<file path="src/design/lzw_variable_width_decoder_top_macros.svh">
// Assertion macros used by the LZW decoder datapath.
// Depends on nothing; the assertions compile away when SYNTHESIS is defined.
`ifndef LZW_VARIABLE_WIDTH_DECODER_TOP_MACROS_SVH
`define LZW_VARIABLE_WIDTH_DECODER_TOP_MACROS_SVH
`ifndef SYNTHESIS
// Check that cons holds in the same cycle as ante
`define LZW_ASSERT_IMP(lbl, clk, rst, ante, cons, msg) \
   lbl: assert property (@(posedge clk) disable iff (rst) (ante) |-> (cons)) else $error(msg);
// Check that cons holds in the cycle after ante
`define LZW_ASSERT_NEXT(lbl, clk, rst, ante, cons, msg) \
   lbl: assert property (@(posedge clk) disable iff (rst) (ante) |=> (cons)) else $error(msg);
`else
`define LZW_ASSERT_IMP(lbl, clk, rst, ante, cons, msg)
`define LZW_ASSERT_NEXT(lbl, clk, rst, ante, cons, msg)
`endif
`endif

</file>
<file path="src/design/lzw_pkg.sv">
// Types, codes and constants of the LZW decoder.
// Used by the controller, the datapath and the top level.
package lzw_pkg;

   localparam int MAX_CODE_BITS_DEF = 12;
   localparam int STACK_DEPTH_DEF   = 4096;

   localparam int ACC_W  = 32;
   localparam int CNT_W  = 6;
   localparam int BYTE_W = 8;

   localparam int CODE_CLEAR = 'h100;
   localparam int CODE_END   = 'h101;
   localparam int FIRST_FREE = 'h102;
   localparam int LIT_MAX    = 'hff;
   localparam int MIN_WIDTH  = 9;

   localparam logic CMD_SUPPLY = 1'b0;
   localparam logic CMD_PULL   = 1'b1;

   localparam logic [2:0] ST_BYTE     = 3'd0;
   localparam logic [2:0] ST_ACCEPTED = 3'd1;
   localparam logic [2:0] ST_NEED     = 3'd2;
   localparam logic [2:0] ST_FULL     = 3'd3;
   localparam logic [2:0] ST_ENDED    = 3'd4;
   localparam logic [2:0] ST_ERROR    = 3'd5;

   typedef struct packed {
      logic               command;
      logic [BYTE_W-1:0]  data_byte;
   } lzw_req_type;

   typedef struct packed {
      logic [2:0]         status;
      logic [BYTE_W-1:0]  out_byte;
      logic               string_end;
   } lzw_rsp_type;

   typedef enum logic [2:0] {
      S_IDLE, S_DECIDE, S_WALK, S_FIX, S_EMIT
   } lzw_state_type;

   // Outcome of the code at the bottom of the accumulator
   typedef enum logic [2:0] {
      DK_NEED, DK_FAIL, DK_LITERAL, DK_CLEAR, DK_END, DK_CHAIN, DK_KWK
   } lzw_kind_type;

   typedef enum logic [2:0] {
      OP_NONE, OP_SUPPLY, OP_POP, OP_DECODE, OP_WALK, OP_FIX, OP_EMIT
   } lzw_op_type;

   typedef struct packed {
      lzw_op_type  op;
      logic        set_status;
      logic [2:0]  status;
   } lzw_cmd_type;

   typedef struct packed {
      logic          level_zero;
      logic          error;
      logic          ended;
      logic          full;
      lzw_kind_type  kind;
      logic          walk_last;
      logic          walk_fail;
      logic          kwk;
      logic          out_free;
   } lzw_stat_type;

endpackage

</file>
<file path="src/design/lzw_ctrl.sv">
// Controller state machine of the LZW decoder: sequences supply, decode, walk, fix, pop and emit.
// Depends on lzw_pkg.
module lzw_ctrl (
   input  logic                  clock,
   input  logic                  reset,
   input  logic                  req_valid,
   output logic                  req_ready,
   input  logic                  req_command,
   input  lzw_pkg::lzw_stat_type stat,
   output lzw_pkg::lzw_cmd_type  cmd
);
   import lzw_pkg::*;

   lzw_state_type state_ff, state_in;

   // Hold the state
   always_ff @(posedge clock) begin
      if (reset) begin
         state_ff <= S_IDLE;
      end else begin
         state_ff <= state_in;
      end
   end

   // Next state and commands
   always_comb begin
      state_in       = state_ff;
      req_ready      = 1'b0;
      cmd.op         = OP_NONE;
      cmd.set_status = 1'b0;
      cmd.status     = ST_BYTE;
      case (state_ff)
         S_IDLE: begin
            req_ready = 1'b1;
            if (req_valid) begin
               if (req_command == CMD_SUPPLY) begin
                  cmd.op         = OP_SUPPLY;
                  cmd.set_status = 1'b1;
                  if (stat.error) begin
                     cmd.status = ST_ERROR;
                  end else if (stat.ended) begin
                     cmd.status = ST_ENDED;
                  end else if (stat.full) begin
                     cmd.status = ST_FULL;
                  end else begin
                     cmd.status = ST_ACCEPTED;
                  end
                  state_in = S_EMIT;
               end else begin
                  state_in = S_DECIDE;
               end
            end
         end
         S_DECIDE: begin
            cmd.set_status = 1'b1;
            if (!stat.level_zero) begin
               cmd.op     = OP_POP;
               cmd.status = ST_BYTE;
               state_in   = S_EMIT;
            end else if (stat.error) begin
               cmd.status = ST_ERROR;
               state_in   = S_EMIT;
            end else if (stat.ended) begin
               cmd.status = ST_ENDED;
               state_in   = S_EMIT;
            end else begin
               cmd.op = OP_DECODE;
               case (stat.kind)
                  DK_NEED: begin
                     cmd.status = ST_NEED;
                     state_in   = S_EMIT;
                  end
                  DK_FAIL: begin
                     cmd.status = ST_ERROR;
                     state_in   = S_EMIT;
                  end
                  DK_END: begin
                     cmd.status = ST_ENDED;
                     state_in   = S_EMIT;
                  end
                  DK_CHAIN, DK_KWK: begin
                     state_in = S_WALK;
                  end
                  default: begin
                     state_in = S_DECIDE;
                  end
               endcase
            end
         end
         S_WALK: begin
            cmd.op = OP_WALK;
            if (stat.walk_fail) begin
               cmd.set_status = 1'b1;
               cmd.status     = ST_ERROR;
               state_in       = S_EMIT;
            end else if (stat.walk_last) begin
               state_in = stat.kwk ? S_FIX : S_DECIDE;
            end
         end
         S_FIX: begin
            cmd.op   = OP_FIX;
            state_in = S_DECIDE;
         end
         S_EMIT: begin
            if (stat.out_free) begin
               cmd.op   = OP_EMIT;
               state_in = S_IDLE;
            end
         end
         default: begin
            state_in = S_IDLE;
         end
      endcase
   end

endmodule

</file>
<file path="config.mk">
export PLATFORM = sky130hd
export DESIGN_NAME = lzw_ctrl
export DESIGN_NICKNAME = d
export VERILOG_FILES = /design/src/design/lzw_variable_width_decoder_top_macros.svh /design/src/design/lzw_pkg.sv /design/src/design/lzw_ctrl.sv
export SDC_FILE = /design/constraint.sdc
export NUM_CORES = 1
export LEC_CHECK = 0
export ABC_AREA = 1
export BUFFER_PORTS_ARGS = -buffer_cell sky130_fd_sc_hd__buf_2
export CAP_MARGIN = 10
export CELL_PAD_IN_SITES_DETAIL_PLACEMENT = 1
export CELL_PAD_IN_SITES_GLOBAL_PLACEMENT = 1
export CORE_MARGIN = 8
export CORE_UTILIZATION = 28
export DETAILED_ROUTE_END_ITERATION = 6
export PLACE_DENSITY = 0.86
export SLEW_MARGIN = 20
export SYNTH_ARGS = -nofsm -noshare
export SYNTH_HDL_FRONTEND = slang
export SYNTH_SLANG_ARGS = --single-unit
</file>
<file path="constraint.sdc">
create_clock -name clock -period 2 [get_ports clock]
set_input_delay 0.1 -clock clock [delete_from_list [all_inputs] [get_ports clock]]
set_output_delay 0.1 -clock clock [all_outputs]
set_load 0.02 [all_outputs]
</file>
==> results.md <==
- Status: finished clean
- Post-CTS Hold Buffers: 0
- Yosys reg bits: 3
- Area grow syn2layout: 35.61%
- Iteration-0 DRC Markers: 2
- CTS max path bufs: 2
- Cells after Synth: 80
- Pint: approximately 0.19 mW
- DP Cell Count: around 120
- Biggest register: state_ff
- Critical Setup Path Class: flop to output port
- Worst Skew: about 0.0018 ns
- Share of power burned in the clock network: about 34%
- Fillcell total: about 220
- Slowest CP cell: dfxtp_1
- Cell area after synthesis: ~440 µm²
- CTS tree: yes
- Met2 Use GR: approximately 15%
- Layout cells sized above 1: between 30% and 40%
- Worst-Skew Late Latency: 0.23 ns
- Mapped Nets: 95
- WP buf/inv: 2
- Peak supply drop: ~0.28 mV
- R2R setup slack: a little under 0.9 ns
- # setup viols final: 0
- Total area of sequential cells: between 60 and 70 µm²
- WP depth: 8
- Fin. max-slew vios: 0
- Cell count of the worst reg-to-reg path: 8
- FP Rows: 14
- Worst setup path start: state_ff[1]$_SDFFE_PP0P_
- Net Sw Frac: roughly 39%
- Clock sinks: 3
- Worst-path fanout max: 5
- Drt wl/cell: 12.08 µm
- Largest register FFs: 3
- CP required: about 1.9 ns
- Top FF cell, synth: dfxtp_1
- Post-Syn Area per Cell: around 5.5 µm²
- Critical Path, Cell by Cell: nor2_2, nand2_1, inv_1, nand3_2, nand2_1, nand2_1, o211ai_1, buf_2
- Met3 usage in global routing: 2.511%
- CTS Buf Count: 3
- Ys Warns: 0
- Rel. slew slack: ~80%
- # DRC: 0
- Worst reg2reg endpoint: state_ff[2]$_SDFFE_PP0P_
- CP peak stage delay: approximately 0.34 ns
- Worst hold path type: input pin to flop
- Tot GR Track Use: 8.978%
- # diodes: 0
- Drt total wl: between 1000 and 1500 µm
- Chip width: between 50 and 60 µm
- Crit path max-delay family: simple AND/OR/NAND/NOR gates
- First-pass iteration count of the detailed router: 2
- Crit share post-route: 77.45%
- Die Y: roughly 56 µm
- Period minus WS final: between 1.5 and 2 ns
- ANT nets after route: 0
- Crit start category: flop
- Worst-Margin Slew: between 0.2 and 0.3 ns
- Postcts setup bufs: 0
- Core ar.: 1489 µm²
- Sw Pwr: 0.1207 mW
- Htree depth: 1
- Distinct cells, synth: 19
- Pin count of the biggest net entering global routing: 7
- Initial core utilization: between 20% and 30%
- Ports: 23
- Total grt overflow: 0
- Post-layout nets: approximately 120
- Fin. Hold Viols: 0
- Vias: just under 600
- Crit path top cell by count: nand2_1
- Input/output buffers: 22
- Initial antenna violation count: 0
- Final cell count without fillers: between 100 and 150
- FF-to-FF Start: state_ff[1]$_SDFFE_PP0P_
- Logic gate share of total power: a little over two fifths
- Critical Path End: cmd[2]
- Via density: around 4.8
- Max-cap check violation count: 0
- Fraction of registers with async set/reset: 0%
- Worst Setup End Kind: output port
- Maximum clock frequency: approximately 650 MHz
- Register area share after synthesis: between 10% and 20%
- Hpwl dp: roughly 1300 µm
- Area of the multi-input gates: 334.1 µm²
- Biggest regs: state_ff (3)
- Met1 usage: between 10% and 20%
- Flop pwr share: between 20 and 25%
- CTS Root Cell: clkbuf_4
- TNS Setup: 0 ns
- Grt peak-use layer: met2
- Die Footprint: between 3000 and 4000 µm²
- Placer Congestion: slightly below 0.9
- Post-CTS sizing: 0
- CTS clock-pin slew for the worst setup and hold paths: ~0.040 ns
- Post-synth EDFFs: 0
- Arrival time worst endpoint: approximately 1.5 ns
- RSZ-0062 raised after global routing: no
- Pleak: about 0.33 nW
- First-pass GRT wire length: between 2000 and 2500 µm
- Power per cell area: roughly 510 nW/µm²
- Vias in the first global route: ~580
## synthesized netlist by cell type (2+ instances only)
| master | instances | area (µm²) |
|---|---|---|
| nand2_1 | 26 | 97.59 |
| nand3_2 | 3 | 30.03 |
| nor2_2 | 2 | 12.51 |
| nand3_1 | 9 | 45.04 |
| inv_2 | 3 | 11.26 |
| dfxtp_1 | 3 | 60.06 |
| nand3b_1 | 3 | 22.52 |
| o21ai_0 | 2 | 10.01 |
| nor2_4 | 2 | 22.52 |
| a21oi_1 | 2 | 10.01 |
| nor2_1 | 9 | 33.78 |
| inv_1 | 9 | 33.78 |
## power groups by stage
stage	combinational (mW)	clock [mW]	sequential, mW
final	0.132	0.104	0.0705
after CTS	0.134	0.111	0.0705
after floorplan	0.0837	0	0.0704
after global routing	0.148	0.113	0.0713
after global placement	0.131	0	0.0713
after detailed placement	0.133	0	0.0715
## final cells by class
type | count | share of cell area [%]
Clock buffer | 4 | 4.412
Timing Repair Buffer | 22 | 18.49
Inverter | 12 | 7.563
Sequential cell | 3 | 10.08
Multi-Input combinational cell | 65 | 56.09
Tap cell | 16 | 3.361
## per-stage QoR
step                      setup slack [ns]  instance area, µm²  hold slack [ns]  total power, mW  utilization [%]
final                               0.4510               595.6          0.06421           0.3063            40.00
after global routing                0.2932               595.6          0.06663           0.3322            40.00
after CTS                           0.4293               595.6          0.05574           0.3152            40.00
after detailed placement            0.6820               569.3           0.3006           0.2047            38.24
after global placement              0.7447               569.3           0.2932           0.2020            38.24
after floorplan                     0.6664               439.2           0.1624           0.1541                -
## layer usage
metal | share of wire, % | vias to the layer above
met4 | 0 | 0
li1 | - | 311
met3 | 7.5 | 0
met1 | 45 | 254
met5 | 0 | -
met2 | 48 | 16
## logic make-up (layout without fill, tap and decap cells)
group,after synthesis,count (layout),synth area share (%)
compound gates,10,10,14.82
buf+inv,12,38,10.26
flops,3,3,13.68
simple gates,55,55,61.25
## layout by cell type, fill, tap and decap left out, types with 3 or more instances in the layout
master,synthesis,routed
nand3_1,9,9
dfxtp_1,3,3
clkbuf_4,0,3
inv_2,3,3
buf_2,0,22
nand3b_1,3,3
inv_1,9,9
nand2_1,26,26
nor2_1,9,9
nand3_2,3,3
## worst min path at each step
stage | start | to | slack, ns | cells after the start
finish | reset | state_ff[2]$_SDFFE_PP0P_ | 0.06 | 2
global route | reset | state_ff[2]$_SDFFE_PP0P_ | 0.07 | 2
CTS | reset | state_ff[2]$_SDFFE_PP0P_ | 0.06 | 2
detailed placement | reset | state_ff[2]$_SDFFE_PP0P_ | 0.30 | 2
global placement | reset | state_ff[2]$_SDFFE_PP0P_ | 0.29 | 2
floorplan | reset | state_ff[2]$_SDFFE_PP0P_ | 0.16 | 1
Power figures use the tool's default switching activity.
